File: src/rtl/kplc_pkg.sv
`timescale 1ns / 1ps
`default_nettype none

package kplc_pkg;

	localparam int PASS_LEN = 4;
	localparam int CNT_W    = $clog2(PASS_LEN + 1);
	localparam int PW_W     = 4 * PASS_LEN;

	localparam logic [15:0] PASSWORD_RST  = 16'h1234;
	localparam logic [8:0]  THRESHOLD_RST = 9'd30;

	localparam logic [3:0] KEY_STAR = 4'd10;
	localparam logic [3:0] KEY_HASH = 4'd11;

	localparam logic [6:0] FAN_BIT = 7'b000_0001;

	// register byte addresses
	localparam logic [2:0] ADDR_PASSWORD  = 3'd0;
	localparam logic [2:0] ADDR_THRESHOLD = 3'd4;

	typedef enum logic [2:0] {
		MODE_IDLE   = 3'd0,
		MODE_ENTRY  = 3'd1,
		MODE_MAIN   = 3'd2,
		MODE_LIGHTS = 3'd3,
		MODE_DEVICE = 3'd4
	} mode_t;

	typedef enum logic [3:0] {
		SCR_NONE    = 4'd0,
		SCR_PROMPT  = 4'd1,
		SCR_ECHO    = 4'd2,
		SCR_CORRECT = 4'd3,
		SCR_WRONG   = 4'd4,
		SCR_INVALID = 4'd5,
		SCR_BYE     = 4'd6,
		SCR_MAIN    = 4'd7,
		SCR_LIGHTS  = 4'd8,
		SCR_DEVICE  = 4'd9,
		SCR_CLEARED = 4'd10
	} screen_t;

	typedef struct packed {
		logic [6:0] port_bits;
		screen_t    screen;
		mode_t      mode_now;
	} result_t;

	function automatic logic [6:0] dev_mask(input logic [2:0] sel);
		logic [6:0] m;
		unique case (sel)
			3'd0:    m = 7'b000_0010;
			3'd1:    m = 7'b000_0100;
			3'd2:    m = 7'b000_1000;
			3'd3:    m = 7'b011_0000;
			3'd4:    m = 7'b100_0000;
			default: m = 7'b000_0000;
		endcase
		return m;
	endfunction

endpackage

`default_nettype wire

File: src/rtl/keypad_password_lock_controller.sv
`timescale 1ns / 1ps
`default_nettype none

// channel   direction  handshake         payload
// in        sink       in_valid/stall    action, key_code, sample
// out       source     out_valid/stall   port_bits, screen, mode_now
// apb       slave      psel/penable      paddr, pwdata, prdata
//
// One item per cycle while in_stall is low: the mode logic updates the
// state at the input transfer and the result lands in the output register
// at that same edge, where out_valid shows it. A skid register catches one
// result while the output is stalled; in_stall rises only while it is full.
// Reset clears the mode, entry, selection and port bits and loads password
// 0x1234 and threshold 30.

module keypad_password_lock_controller (
	input  wire logic              clk,
	input  wire logic              arst_n,
	input  wire logic              in_valid,
	output logic                   in_stall,
	input  wire logic              action,
	input  wire logic [3:0]        key_code,
	input  wire logic [9:0]        sample,
	output logic                   out_valid,
	input  wire logic              out_stall,
	output logic [6:0]             port_bits,
	output logic [3:0]             screen,
	output logic [2:0]             mode_now,
	input  wire logic              psel,
	input  wire logic              penable,
	input  wire logic              pwrite,
	input  wire logic [2:0]        paddr,
	input  wire logic [31:0]       pwdata,
	output logic [31:0]            prdata,
	output logic                   pready
);
	import kplc_pkg::*;

	logic [15:0]            password_q;
	logic [8:0]             threshold_q;
	mode_t                  mode_q, mode_d;
	logic [2:0]             sel_q, sel_d;
	logic [3:0]             digit_q [PASS_LEN];
	logic [3:0]             digit_d [PASS_LEN];
	logic [CNT_W-1:0]       count_q, count_d;
	logic [6:0]             bits_q, bits_d;
	screen_t                scr_d;
	logic                   match;
	logic [PW_W-1:0]        pw_ext;
	logic                   in_xfer, out_take, cfg_wr;
	result_t                res, out_q, skid_q;
	logic                   out_valid_q, skid_valid_q;

	// configuration port
	assign pready = 1'b1;
	assign cfg_wr = psel && penable && pwrite;

	always_comb begin
		prdata = '0;
		if (paddr[2] == ADDR_THRESHOLD[2])
			prdata = {23'd0, threshold_q};
		else
			prdata = {16'd0, password_q};
	end

	always_ff @(posedge clk or negedge arst_n) begin
		if (!arst_n) begin
			password_q  <= PASSWORD_RST;
			threshold_q <= THRESHOLD_RST;
		end else if (cfg_wr) begin
			if (paddr[2] == ADDR_THRESHOLD[2])
				threshold_q <= pwdata[8:0];
			else
				password_q <= pwdata[15:0];
		end
	end

	// password compare
	assign pw_ext = PW_W'(password_q);

	always_comb begin
		match = (count_q == CNT_W'(PASS_LEN));
		for (int k = 0; k < PASS_LEN; k++) begin
			if (digit_q[k] != pw_ext[4*(PASS_LEN-1-k) +: 4])
				match = 1'b0;
		end
	end

	// mode logic
	always_comb begin
		mode_d  = mode_q;
		sel_d   = sel_q;
		digit_d = digit_q;
		count_d = count_q;
		bits_d  = bits_q;
		scr_d   = SCR_NONE;
		if (action) begin
			if (sample[9:1] > threshold_q)
				bits_d = bits_q | FAN_BIT;
			else
				bits_d = bits_q & ~FAN_BIT;
		end else if (key_code <= KEY_HASH) begin
			unique case (mode_q)
				MODE_ENTRY: begin
					if (key_code == KEY_HASH) begin
						if (match) begin
							mode_d = MODE_MAIN;
							scr_d  = SCR_CORRECT;
						end else begin
							scr_d = SCR_WRONG;
						end
					end else if (key_code == KEY_STAR) begin
						for (int k = 0; k < PASS_LEN; k++)
							digit_d[k] = '0;
						count_d = '0;
						scr_d   = SCR_CLEARED;
					end else begin
						// store only while the entry has room
						for (int k = 0; k < PASS_LEN; k++) begin
							if (count_q == CNT_W'(k))
								digit_d[k] = key_code;
						end
						if (count_q < CNT_W'(PASS_LEN))
							count_d = count_q + 1'b1;
						scr_d = SCR_ECHO;
					end
				end
				MODE_MAIN: begin
					priority case (key_code)
						4'd1: begin
							bits_d = bits_q & FAN_BIT;
							for (int k = 0; k < PASS_LEN; k++)
								digit_d[k] = '0;
							count_d = '0;
							mode_d  = MODE_IDLE;
							scr_d   = SCR_BYE;
						end
						4'd2: begin
							sel_d  = 3'd0;
							mode_d = MODE_DEVICE;
							scr_d  = SCR_DEVICE;
						end
						4'd4: begin
							sel_d  = 3'd4;
							mode_d = MODE_DEVICE;
							scr_d  = SCR_DEVICE;
						end
						4'd3: begin
							mode_d = MODE_LIGHTS;
							scr_d  = SCR_LIGHTS;
						end
						default: scr_d = SCR_INVALID;
					endcase
				end
				MODE_LIGHTS: begin
					if (key_code >= 4'd1 && key_code <= 4'd3) begin
						sel_d  = key_code[2:0];
						mode_d = MODE_DEVICE;
						scr_d  = SCR_DEVICE;
					end else if (key_code == 4'd4) begin
						mode_d = MODE_MAIN;
						scr_d  = SCR_MAIN;
					end else begin
						scr_d = SCR_INVALID;
					end
				end
				MODE_DEVICE: begin
					priority case (key_code)
						4'd1: bits_d = bits_q | dev_mask(sel_q);
						4'd2: bits_d = bits_q & ~dev_mask(sel_q);
						4'd3: begin
							if (sel_q >= 3'd1 && sel_q <= 3'd3) begin
								mode_d = MODE_LIGHTS;
								scr_d  = SCR_LIGHTS;
							end else begin
								mode_d = MODE_MAIN;
								scr_d  = SCR_MAIN;
							end
						end
						default: scr_d = SCR_INVALID;
					endcase
				end
				default: begin
					mode_d = MODE_IDLE;
					if (key_code == KEY_STAR) begin
						mode_d = MODE_ENTRY;
						scr_d  = SCR_PROMPT;
					end
				end
			endcase
		end
	end

	assign in_stall = skid_valid_q;
	assign in_xfer  = in_valid && !skid_valid_q;
	assign out_take = out_valid_q && !out_stall;

	always_ff @(posedge clk or negedge arst_n) begin
		if (!arst_n) begin
			mode_q  <= MODE_IDLE;
			sel_q   <= '0;
			count_q <= '0;
			bits_q  <= '0;
			for (int k = 0; k < PASS_LEN; k++)
				digit_q[k] <= '0;
		end else if (in_xfer) begin
			mode_q  <= mode_d;
			sel_q   <= sel_d;
			count_q <= count_d;
			bits_q  <= bits_d;
			digit_q <= digit_d;
		end
	end

	assign res = '{port_bits: bits_d, screen: scr_d, mode_now: mode_d};

	// output register with one skid entry
	always_ff @(posedge clk or negedge arst_n) begin
		if (!arst_n) begin
			out_valid_q  <= 1'b0;
			skid_valid_q <= 1'b0;
		end else if (skid_valid_q) begin
			if (out_take)
				skid_valid_q <= 1'b0;
		end else if (in_xfer) begin
			if (!out_valid_q || out_take)
				out_valid_q <= 1'b1;
			else
				skid_valid_q <= 1'b1;
		end else if (out_take) begin
			out_valid_q <= 1'b0;
		end
	end

	always_ff @(posedge clk) begin
		if (skid_valid_q) begin
			if (out_take)
				out_q <= skid_q;
		end else if (in_xfer) begin
			if (!out_valid_q || out_take)
				out_q <= res;
			else
				skid_q <= res;
		end
	end

	assign out_valid = out_valid_q;
	assign port_bits = out_q.port_bits;
	assign screen    = out_q.screen;
	assign mode_now  = out_q.mode_now;

endmodule

`default_nettype wire
File: config.mk
export PLATFORM = sky130hd
export DESIGN_NAME = keypad_password_lock_controller
export DESIGN_NICKNAME = d
export VERILOG_FILES = /design/src/rtl/kplc_pkg.sv /design/src/rtl/keypad_password_lock_controller.sv
export SDC_FILE = /design/constraint.sdc
export NUM_CORES = 1
export LEC_CHECK = 0
export BUFFER_PORTS_ARGS = -buffer_cell sky130_fd_sc_hd__buf_4
export CAP_MARGIN = 30
export CORE_AREA = 2 2 121 93
export DETAILED_ROUTE_END_ITERATION = 10
export DIE_AREA = 0 0 123 95
export PLACE_DENSITY = 0.73
export SLEW_MARGIN = 0
export SYNTH_ARGS = -nofsm -noshare
export SYNTH_HDL_FRONTEND = slang
export SYNTH_SLANG_ARGS = --single-unit
File: constraint.sdc
create_clock -name clk -period 2.5 [get_ports clk]
set_clock_uncertainty 0.15 [all_clocks]
set_input_delay 0.5 -clock clk [delete_from_list [all_inputs] [get_ports clk]]
set_output_delay 0.5 -clock clk [all_outputs]
set_load 0.02 [all_outputs]
# Word-level counts from Yosys, hierarchy flattened

Cells that the tools add are included.

Register bits: 87
Logic and storage cells: 166
Input port bits: 57
Output and inout port bits: 49

Bitwise operators: 7
Eq/ne operators: 33
Add/subtract/negate cells: 1
Magnitude comparators: 7
Reductions and logical operators: 30
Mux-type cells: 70

Operators with widths:

| kind                 | number |
|---|---|
| $mux W7              | 11 |
| $mux W16             | 4 |
| $mux W14             | 4 |
| $mux W4              | 10 |
| $mux W3              | 13 |
| $pmux W7 S5          | 1 |
| $reduce_and A7 Y1    | 5 |
| $pmux W16 S2         | 1 |
| $pmux W7 S2          | 2 |
| $eq A3 B2 Y1 const B | 6 |
| $pmux W3 S2          | 3 |
| $ne A4 B4 Y1         | 4 |
| $pmux W4 S4          | 1 |
| $mux W1              | 15 |
| $ne A3 B3 Y1 const B | 5 |
| $pmux W3 S4          | 1 |
| $pmux W4 S3          | 1 |
| $reduce_bool A2 Y1   | 5 |
| $eq A3 B1 Y1 const B | 3 |
| $eq A3 B3 Y1 const B | 3 |
| $gt A9 B9 Y1         | 1 |
| $pmux W3 S3          | 1 |
| $reduce_and A3 Y1    | 3 |
| $eq A4 B2 Y1 const B | 2 |
| other kinds (26)     | 43 |

# Longest topological paths before layout

Gate-level depths: netlist of run 1.

Depth after elaboration: 15
Gate-level depth with buffers: 8
Depth with buffers taken out: 8

# Least setup slack after synthesis of run 1

OpenSTA, ideal clock, no wires.

Kind: register to register
From: reg skid_valid_q, in the netlist in_stall
To: reg out_q, in the netlist mode_now[0] (enable)
Path buffers: 3
Cell stages (with the launch flop): 7
Required time: 1.960 ns
Period minus slack after synthesis: 2.595 ns
Data arrival time: 2.055 ns
Path slack: -0.095 ns
Library setup time: 0.390 ns
Path through: dfrtp_1 > clkbuf_1 > nor2b_1 > clkbuf_1 > clkbuf_1 > a21oi_1 > a21oi_1

Cells in the longest elaborated chain, start to end: 4
Elaborated cells between the ends (all ways): 6
Classes of those cells: 1 x eq/ne; 5 x reduce/logical

RTL lines:

| element                       | line                                   | text |
|---|---|---|
| start: declaration            | keypad_password_lock_controller.sv:52  | `logic out_valid_q, skid_valid_q;` |
| start signal: assignment      | keypad_password_lock_controller.sv:221 | `skid_valid_q <= 1'b0;` |
| start signal: assignment      | keypad_password_lock_controller.sv:224 | `skid_valid_q <= 1'b0;` |
| start signal: assignment      | keypad_password_lock_controller.sv:229 | `skid_valid_q <= 1'b1;` |
| $logic_not A1 Y1              | keypad_password_lock_controller.sv:195 | `assign in_xfer = in_valid && !skid_valid_q;` |
| $logic_and A1 B1 Y1           | keypad_password_lock_controller.sv:195 |  |
| $reduce_bool A2 Y1 (no line)  | n/a                                    |  |
| $reduce_and A3 Y1 (no line) * | n/a                                    |  |
| end signal: assignment        | keypad_password_lock_controller.sv:238 | `out_q <= skid_q;` |
| end signal: assignment        | keypad_password_lock_controller.sv:241 | `out_q <= res;` |
| end: declaration              | keypad_password_lock_controller.sv:51  | `result_t res, out_q, skid_q;` |

Every way passes the cells marked *; elsewhere a longest branch is shown, timed or not.
A chain may end at the register's enable or synchronous reset.

# Final worst setup path of run 1

From: reg mode_q[0]
To: reg out_q, in the netlist mode_now[0] (data pin)

Cells in the longest elaborated chain, start to end: 8
Elaborated cells between the ends (all ways): 16
Classes of those cells: 4 x eq/ne; 12 x mux

RTL lines:

| element                           | line                                                                           | text |
|---|---|---|
| start: declaration                | keypad_password_lock_controller.sv:41                                          | `mode_t mode_q, mode_d;` |
| start signal: assignment          | keypad_password_lock_controller.sv:207                                         | `mode_q <= mode_d;` |
| $mux W3, on equally long branches | keypad_password_lock_controller.sv:160, keypad_password_lock_controller.sv:106 |  |
| $mux W3, on equally long branches | keypad_password_lock_controller.sv:156, keypad_password_lock_controller.sv:105 |  |
| $pmux W3 S4                       | keypad_password_lock_controller.sv:103                                         | `unique case (mode_q)` |
| $mux W3                           | keypad_password_lock_controller.sv:102                                         | `end else if (key_code <= KEY_HASH) begin` |
| $mux W3 *                         | keypad_password_lock_controller.sv:97                                          | `if (action) begin` |
| $mux W14 *                        | keypad_password_lock_controller.sv:240                                         | `if (!out_valid_q \|\| out_take)` |
| $mux W14 *                        | keypad_password_lock_controller.sv:239                                         | `end else if (in_xfer) begin` |
| $mux W14 *                        | keypad_password_lock_controller.sv:236                                         | `if (skid_valid_q) begin` |

Every way passes the cells marked *; elsewhere a longest branch is shown, timed or not. The select of a mux whose other input is x is not followed.

==> results of run 1 <==
[layout make-up]
type | count | area share
clock buffers | 9 | 0.0376
inverters | 17 | 0.0107
multi-input cells | 325 | 0.398
repair buffers | 92 | 0.117
flip-flops and latches | 87 | 0.389
well taps | 140 | 0.0293
clock inverters | 7 | 0.0174
[stage by stage]
stage               TNS, ps  power (W)
floorplan                 0    0.00291
global route              0    0.00515
finish                    0    0.00490
global placement       -176    0.00338
CTS                       0    0.00494
detailed placement     -338    0.00345
[metal layers]
metal,routed length [um],share of wire,up-vias,global-route usage
li1,-,-,1757,-
met4,131,0.012,0,0.0483
met5,0,0,-,0
met1,5160,0.47,1801,0.274
met3,728,0.066,13,0.0568
met2,5010,0.45,145,0.304
[cells by family after synthesis]
family                     count (synthesis)  synth area share
muxes                                     63             0.143
adders and majority gates                 14            0.0355
xor gates and xnor gates                  16            0.0284
DFF                                       87             0.472
buffers and inverters                     55            0.0573
and+or+nand+nor                          122             0.138
other                                      2           0.00152
AOI/OAI and AO/OA                         93             0.124
[cell usage in the layout, fill, tap and decap left out, types with 4 or more instances in the layout]
| cell type | count |
|---|---|
| a21o_1 | 6 |
| a21oi_1 | 21 |
| nand2_1 | 31 |
| edfxtp_1 | 28 |
| nand2b_1 | 6 |
| a31oi_1 | 8 |
| nor3_1 | 7 |
| nand3_1 | 6 |
| o21a_1 | 6 |
| o21ai_0 | 17 |
| clkbuf_16 | 9 |
| buf_4 | 91 |
| o31ai_1 | 6 |
| ha_1 | 14 |
| nor2_1 | 20 |
| dfstp_2 | 9 |
| inv_1 | 17 |
| xor2_1 | 15 |
| nand4_1 | 4 |
| nor4_1 | 4 |
| nor2b_1 | 18 |
| conb_1 | 17 |
| a22o_1 | 7 |
| dfrtp_1 | 50 |
| mux2_2 | 62 |
[sequential cells by signal, summed over array words and instances (netlist names)]
signal       flops
port_bits        7
sel_q            3
bits_q           7
mode_q           3
digit_q         16
skid_q          14
password_q      16
count_q          3
screen           4
threshold_q      9
in_stall         1
mode_now         3
out_valid        1
[worst paths after layout]
check / to / slack (ps) / cells past startpoint
setup / recovery: mode_now[0] / 130 / 6
hold / removal: digit_q[9] / 70 / 1
setup reg to reg: mode_now[0] / 130 / 6
hold reg to reg: bits_q[0] / 350 / 1
max in group asynchronous: bits_q[5] / 1630 / 1
min in group clk: password_q[10] / 240 / 2
[worst max-delay path: cells and delay by family (launching register included)]
kind             cells  cell delay (ps)
flip-flops           1              530
AO/OA/AOI/OAI        4              900
AND/OR/NAND/NOR      2              630
[where the power goes]
group          switching [W]  internal (W)
registers           0.000167       0.00184
clock network       0.000594      0.000890
logic               0.000766      0.000646
total                0.00153       0.00338
==> metrics.txt, run 1 <==
status=finished clean; count of input and output buffers=just under 70; Max clock buf depth=2; Area after DPL=0.00566 sq mm; Sink Count=87; GPL Wtd Cong=0.885; cell with the most instances after synthesis=mux2_2; CP max FO=11; Netlist cell types=59; initial antenna violation count=0; floorplan row count=33; synth top area cells=dfrtp_1 (25%), edfxtp_1 (17%), mux2_2 (14%); Finished Core Util=0.562; gr ovfl total=0; Req. time, crit path=about 2500 ps; Routed WL=about 11 mm; Fin Hold WS=between 60 and 70 ps; Global Route Usage Sum=0.197; RSZ-0062 raised after global routing=no; YS warnings=0; Layout fillers=916; maximum clock frequency=~420 MHz; crit share post-route=0.946; CTS resizes=0; CP max stage delay=between 500 and 600 ps; Die X=around 120 um; H-Tree Depth=3; Clock Pin Slew Worst Setup and Hold Paths=about 70 ps; Reg area=~0.0023 sq mm; nets@finish=603; 1st-iter DRT viols=between 200 and 300; critical path class=reg -> reg; area of the multi-input gates=0.00238 sq mm; Synth Area per Inst=10.9 sq um; CTS Hold Bufs=0; Setup Buffers After CTS=0; Ports=roughly 110; clk_lat worst skew=approximately 340 ps; pwr dens=819 mW/mm^2; share of the synthesized area in the top cell type=0.253; Setup Viol. Count Final=0; asr flop ratio synth=0.678; TritonCTS buffer count=9; core area=around 0.011 sq mm; share of layout cells above drive strength 1=0.356; Seq/Total Area, Yosys=0.472; TritonCTS clock tree=done; Worst Max-Slew Pin Slew=roughly 740 ps; Worst Hold Class=in -> async; vias=around 3700; Seq cells post-synth=slightly below 90; Hold Violations, Final=0; synthesized area=around 0.005 sq mm; leading area contributor after synthesis=dfrtp_1; Layout area overhead=21.2%; Cells after Synth=452; chip height=95 um; max-cap violations=0; Slew headroom=0.506; CTS root buf=clkbuf_16; Worst Setup SP=mode_q[0]; Setup WS post-layout=between 100 and 150 ps; top_reg_cell synth=dfrtp_1; Period minus WS final=~2400 ps; vias in the first global route=between 3000 and 4000; final instance area=roughly 0.0060 sq mm; worst-path cell chain=or3_1, a211oi_1, a21oi_1, and3b_1, a31o_2, a211oi_1; critical path endpoint category=register; EDFF count, synth=28; CP dominant cell by count=a211oi_1; DP Cell Count=661; IR drop worst, VDD=between 0.0003 and 0.0004 V; Die Area=between 0.01 and 0.015 sq mm; fin. max-slew vios=0; slowest CP cell=dfrtp_1; n_diodes=0; Layout Cells excl Fill=roughly 680; Routed wire per std cell=between 15 and 20 um; largest net degree at the start of global routing=60; first-pass GRT wire length=~18 mm; number of remaining DRC errors=0; top cells by count, synth=mux2_2 (62), dfrtp_1 (50), nand2_1 (31), edfxtp_1 (28), a21oi_1 (22); worst reg2reg startpoint=mode_q[0]; crit path DAT=approximately 2400 ps; crit path launch type=register; DR pass1 iterations=5; ANT nets after route=0; Vias/cell=about 5.5; Initial Utilization=0.463; DP Wirelength=approximately 8 mm; Leak=2.66 nW; pre-CTS setup slack=-95.5 ps
No activity file was read; power rests on OpenSTA's default activity.
==> run 2: changes to the inputs <==
Settings changed: SETUP_SLACK_MARGIN from default to 0.4.
==> metrics.txt, run 2 (synthesis gave the netlist of run 1 again) <==
status=finished clean (unchanged); maximum clock frequency=439 MHz (was 423 MHz); DR pass1 iterations=7 (was 5); crit path DAT=2350 ps (was 2390 ps); gr ovfl total=0 (unchanged); Die X=123 um (unchanged); CP max stage delay=460 ps (was 530 ps); Period minus WS final=2280 ps (was 2370 ps); final instance area=0.00653 sq mm (was 0.00598 sq mm); GPL Wtd Cong=0.879 (was 0.885); Layout fillers=813 (was 916); sequential share of power=0.400 (was 0.410); Slew headroom=0.501 (was 0.506); Area after DPL=0.00572 sq mm (was 0.00566 sq mm); H-Tree Depth=3 (unchanged); first-pass GRT wire length=18.1 mm (was 17.8 mm); Worst Hold Class=in -> async (unchanged); number of remaining DRC errors=0 (unchanged); fin. max-slew vios=0 (unchanged); most frequent cells in the layout=buf_4 (104), mux2_2 (53), dfrtp_1 (47) (was buf_4 (91), mux2_2 (62), dfrtp_1 (50)); Layout area overhead=32.2% (was 21.2%); Top delay family on crit path=simple AND/OR/NAND/NOR gates (was compound AO/OA/AOI/OAI gates); Worst Max-Slew Pin Slew=748 ps (was 741 ps); DP Wirelength=7.94 mm (was 8.04 mm); ANT nets after route=0 (unchanged); Routed WL=11.9 mm (was 11.0 mm); setup TNS=0 ps (unchanged); Clock Power Share=0.282 (was 0.303); Initial Utilization=0.463 (unchanged); TritonCTS clock tree=done (unchanged); 1st-iter DRT viols=476 (was 267); Leak=2.88 nW (was 2.66 nW); chip height=95 um (unchanged); count of input and output buffers=69 (unchanged); Setup WS post-layout=222 ps (was 135 ps); Hold Violations, Final=0 (unchanged); critical path class=reg -> reg (unchanged); initial antenna violation count=0 (unchanged); slowest CP cell=dfrtp_2 (was dfrtp_1); area of the multi-input gates=0.00274 sq mm (was 0.00238 sq mm); crit path buf inv count=2 (was 0); P_sw=0.00155 W (was 0.00153 W); TritonCTS buffer count=9 (unchanged); Die Area=0.0117 sq mm (unchanged); worst-path cell chain=buf_4, nor4b_4, a21oi_2, a2bb2oi_2, nor3_4, buf_6, o21ai_2, mux2_4 (was or3_1, a211oi_1, a21oi_1, and3b_1, a31o_2, a211oi_1); nets@finish=623 (was 603); RSZ-0062 raised after global routing=yes (was no); Setup Viol. Count Final=0 (unchanged); Vias/cell=5.56 (was 5.49); Global Route Usage Sum=0.201 (was 0.197); crit path launch type=register (unchanged); vias in the first global route=3515 (was 3540); CTS Hold Bufs=0 (unchanged); critical path endpoint category=register (unchanged); core area=0.0107 sq mm (unchanged); vias=3874 (was 3716); Max clock buf depth=2 (unchanged); internal power=0.00349 W (was 0.00338 W); Clock Pin Slew Worst Setup and Hold Paths=60 ps (was 70 ps); crit share post-route=0.911 (was 0.946); Largest regs=digit_q x16, password_q x16, skid_q x14 (unchanged); CTS root buf=clkbuf_16 (unchanged); largest net degree at the start of global routing=60 (unchanged); Sink Count=87 (unchanged); pwr dens=773 mW/mm^2 (was 819 mW/mm^2); floorplan row count=33 (unchanged); Routed wire per std cell=17.1 um (was 16.3 um); max-cap violations=0 (unchanged); Ports=106 (unchanged); clk_lat worst skew=340 ps (about the same); sw frac=0.308 (was 0.311); IR drop worst, VDD=0.000384 V (was 0.000347 V); n_diodes=0 (unchanged); share of layout cells above drive strength 1=0.476 (was 0.356); Req. time, crit path=2570 ps (was 2520 ps); pre-CTS setup slack=-18.3 ps (was -95.5 ps); Reg area=0.00233 sq mm (about the same); CP max FO=5 (was 11); Comb pwr share=0.319 (was 0.288); most common cell after layout, fill and taps aside=buf_4 (unchanged)
[run 2: worst paths after layout]
path,slack [ps],end,cells after the start,from
worst min register to register,360,bits_q[4],1,bits_q[4]
max in group asynchronous,1570,mode_q[2],1,arst_n
worst min-delay path,80,password_q[10],1,arst_n
min in group clk,240,password_q[11],2,pwdata[11]
worst max-delay path,220,count_q[0],8,mode_q[0]
worst max register to register,220,count_q[0],8,mode_q[0]
[run 2: area by class of cell]
type / count / area share
multi-input cells: 325 / 0.420
repair buffers: 112 / 0.138
clock buffers: 11 / 0.0357
inverters: 17 / 0.00978
flip-flops and latches: 87 / 0.357
clock inverters: 5 / 0.0127
well taps: 140 / 0.0268
[run 2: what timing repair did]
| action | CTS | global route |
|---|---|---|
| setup buffers | 8 | 14 |
| setup endpoints to repair | 40 | 54 |
| gates resized for setup | 24 | 55 |
| endpoints found under the hold margin | 0 | 0 |
| pin swaps | 10 | 21 |
[run 2: metrics by stage]
step	total power (W)	util	hold WS, ps	instances
after CTS	0.00492	0.581	114	683
after floorplan	0.00297	-	54.4	467
after global placement	0.00342	0.537	325	659
after detailed placement	0.00348	0.537	348	659
final	0.00505	0.613	76.6	697
after global routing	0.00528	0.613	133	697
[run 2: metal layers]
metal	part of all wire	track usage	vias to the layer above
li1	-	-	1796
met1	0.46	0.298	1884
met2	0.46	0.302	178
met3	0.064	0.0399	16
met4	0.012	0.0511	0
met5	0	0	-
[run 2: power groups by stage]
stage	Combinational (W)	Clock [W]	Sequential, W
2_1_floorplan	0.000831	0	0.00214
3_3_place_gp	0.00140	0	0.00202
3_5_place_dp	0.00144	0	0.00204
4_1_cts	0.00148	0.00143	0.00202
5_1_grt	0.00174	0.00149	0.00205
6_report	0.00161	0.00142	0.00202
[run 2: worst reg2reg max path, delay by kind of cell (launching register included)]
family                 cells  cell delay, ps
buffers and inverters      2             320
AO/OA/AOI/OAI              3             360
multiplexers               1             300
flip-flops                 1             460
AND/OR/NAND/NOR            2             560
==> run 3: changes to the inputs <==
Settings changed: CORE_AREA 2 2 121 93 to 2 2 80 140, DIE_AREA 0 0 123 95 to 0 0 82 142, GPL_TIMING_DRIVEN from default to 0.
==> metrics.txt, run 3 (synthesis gave the netlist of run 1 again) <==
status=finished clean (unchanged); Max clock buf depth=2 (unchanged); maximum clock frequency=461 MHz (was 439 MHz); vias=4017 (was 3874); crit path launch type=register (unchanged); Clock Pin Slew Worst Setup and Hold Paths=60 ps (about the same); Pwr Total=0.00497 W (was 0.00505 W); setup TNS=0 ps (unchanged); Reg-to-Reg End=mode_now[0] (was count_q[0]); Worst Hold Class=in -> async (unchanged); CP dominant cell by count=a211oi_2; pwr dens=728 mW/mm^2 (was 773 mW/mm^2); DP Wirelength=9.40 mm (was 7.94 mm); Sink Count=87 (unchanged); most frequent cells in the layout=buf_4 (124), mux2_2 (57), dfrtp_1 (47) (was buf_4 (104), mux2_2 (53), dfrtp_1 (47)); clk_lat worst skew=340 ps (about the same); GPL Wtd Cong=0.938 (was 0.879); TritonCTS clock tree=done (unchanged); Die X=82 um (was 123 um); crit share post-route=0.868 (was 0.911); slowest CP cell=dfrtp_2 (unchanged); Req. time, crit path=2510 ps (was 2570 ps); Worst Max-Slew Pin Slew=761 ps (was 748 ps); share of layout cells above drive strength 1=0.509 (was 0.476); worst-path cell chain=or3_4, a211oi_2, a21oi_2, and3b_1, a31o_2, a211oi_2 (was buf_4, nor4b_4, a21oi_2, a2bb2oi_2, nor3_4, buf_6, o21ai_2, mux2_4); DR pass1 iterations=4 (was 7); CP max stage delay=430 ps (was 460 ps); worst reg2reg setup slack=330 ps (was 220 ps); Initial Utilization=0.470 (was 0.463); IR drop worst, VDD=0.000476 V (was 0.000384 V); Vias/cell=5.54 (was 5.56); Global Route Usage Sum=0.234 (was 0.201); Die Area=0.0116 sq mm (was 0.0117 sq mm); most common cell after layout, fill and taps aside=buf_4 (unchanged); nets@finish=661 (was 623); vias in the first global route=4118 (was 3515); max-cap violations=0 (unchanged); count of input and output buffers=67 (was 69); gr ovfl total=0 (unchanged); initial antenna violation count=0 (unchanged); Layout fillers=832 (was 813); fin. max-slew vios=0 (unchanged); Finished Core Util=0.649 (was 0.613); worst reg2reg startpoint=mode_q[2] (was mode_q[0]); Leak=3.05 nW (was 2.88 nW); Period minus WS final=2170 ps (was 2280 ps); crit path DAT=2180 ps (was 2350 ps); first-pass GRT wire length=20.4 mm (was 18.1 mm); CP max FO=5 (unchanged); worst reg-to-reg path cell count=6 (was 8); RSZ-0062 raised after global routing=yes (unchanged); Slew headroom=0.493 (was 0.501); n_diodes=0 (unchanged); Ports=106 (unchanged); CTS root buf=clkbuf_16 (unchanged); Largest regs=digit_q x16, password_q x16, skid_q x14 (unchanged); Hold Violations, Final=0 (unchanged); Routed wire per std cell=18.1 um (was 17.1 um); number of remaining DRC errors=0 (unchanged); critical path class=reg -> reg (unchanged); chip height=142 um (was 95 um); ANT nets after route=0 (unchanged); TritonCTS buffer count=9 (unchanged); core area=0.0105 sq mm (was 0.0107 sq mm); CTS Hold Bufs=0 (unchanged); floorplan row count=50 (was 33); H-Tree Depth=3 (unchanged); Setup Viol. Count Final=0 (unchanged); 1st-iter DRT viols=255 (was 476); critical path endpoint category=register (unchanged); largest net degree at the start of global routing=60 (unchanged); Layout area overhead=38.3% (was 32.2%); Routed WL=13.2 mm (was 11.9 mm)
==> run 3: layout make-up <==
class	count	area, sq um	area share
multi-input cells	325	2800	0.410
flip-flops and latches	87	2330	0.342
repair buffers	112	883	0.129
plain buffers	38	303	0.0444
clock buffers	12	236	0.0346
well taps	130	163	0.0238
inverters	17	63.8	0.00935
clock inverters	4	46.3	0.00678
==> run 3: how the worst max path moves through the flow <==
stage                     slack [ps]            to  cells past startpoint           start
after global placement          -220   mode_now[1]                      8     key_code[0]
after CTS                        350   mode_now[0]                      6       mode_q[0]
after detailed placement        -240  port_bits[5]                      8     key_code[0]
after global routing             210   mode_now[0]                      6  password_q[13]
after floorplan                  250  port_bits[4]                      7     key_code[1]
final                            330   mode_now[0]                      6       mode_q[2]
==> run 3: stage by stage <==
stage,cell area (sq um),hold slack (ps),instances,setup slack [ps]
final,6830,75.6,725,330
after global routing,6830,151,725,210
after CTS,6480,116,705,348
after detailed placement,5740,344,664,-241
after global placement,5740,328,664,-218
after floorplan,5070,54.4,467,254
==> run 3: timing repair <==
item	in CTS	in global routing
setup buffers	25	20
pin swaps	19	23
gates resized for setup	67	50
setup endpoints to repair	102	57
==> run 3: where the power goes <==
group          total (W)  switching, W  internal (W)
clock            0.00129      0.000517      0.000769
sequential       0.00201      0.000169       0.00184
combinational    0.00167      0.000855      0.000813
total            0.00497       0.00154       0.00342
==> run 3: critical path, delay by kind of cell, from the launching register on <==
kind	cells	cell delay [ps]
AO/OA/AOI/OAI	4	810
flip-flops	1	430
AND/OR/NAND/NOR	2	600
==> run 3: layer usage <==
| layer | vias to the layer above | wire length (um) | part of all wire | track usage |
|---|---|---|---|---|
| li1 | 1878 | - | - | - |
| met1 | 1969 | 4430 | 0.34 | 0.234 |
| met2 | 130 | 7730 | 0.59 | 0.446 |
| met3 | 40 | 458 | 0.035 | 0.0254 |
| met4 | 0 | 540 | 0.041 | 0.135 |
| met5 | - | 0 | 0 | 0 |
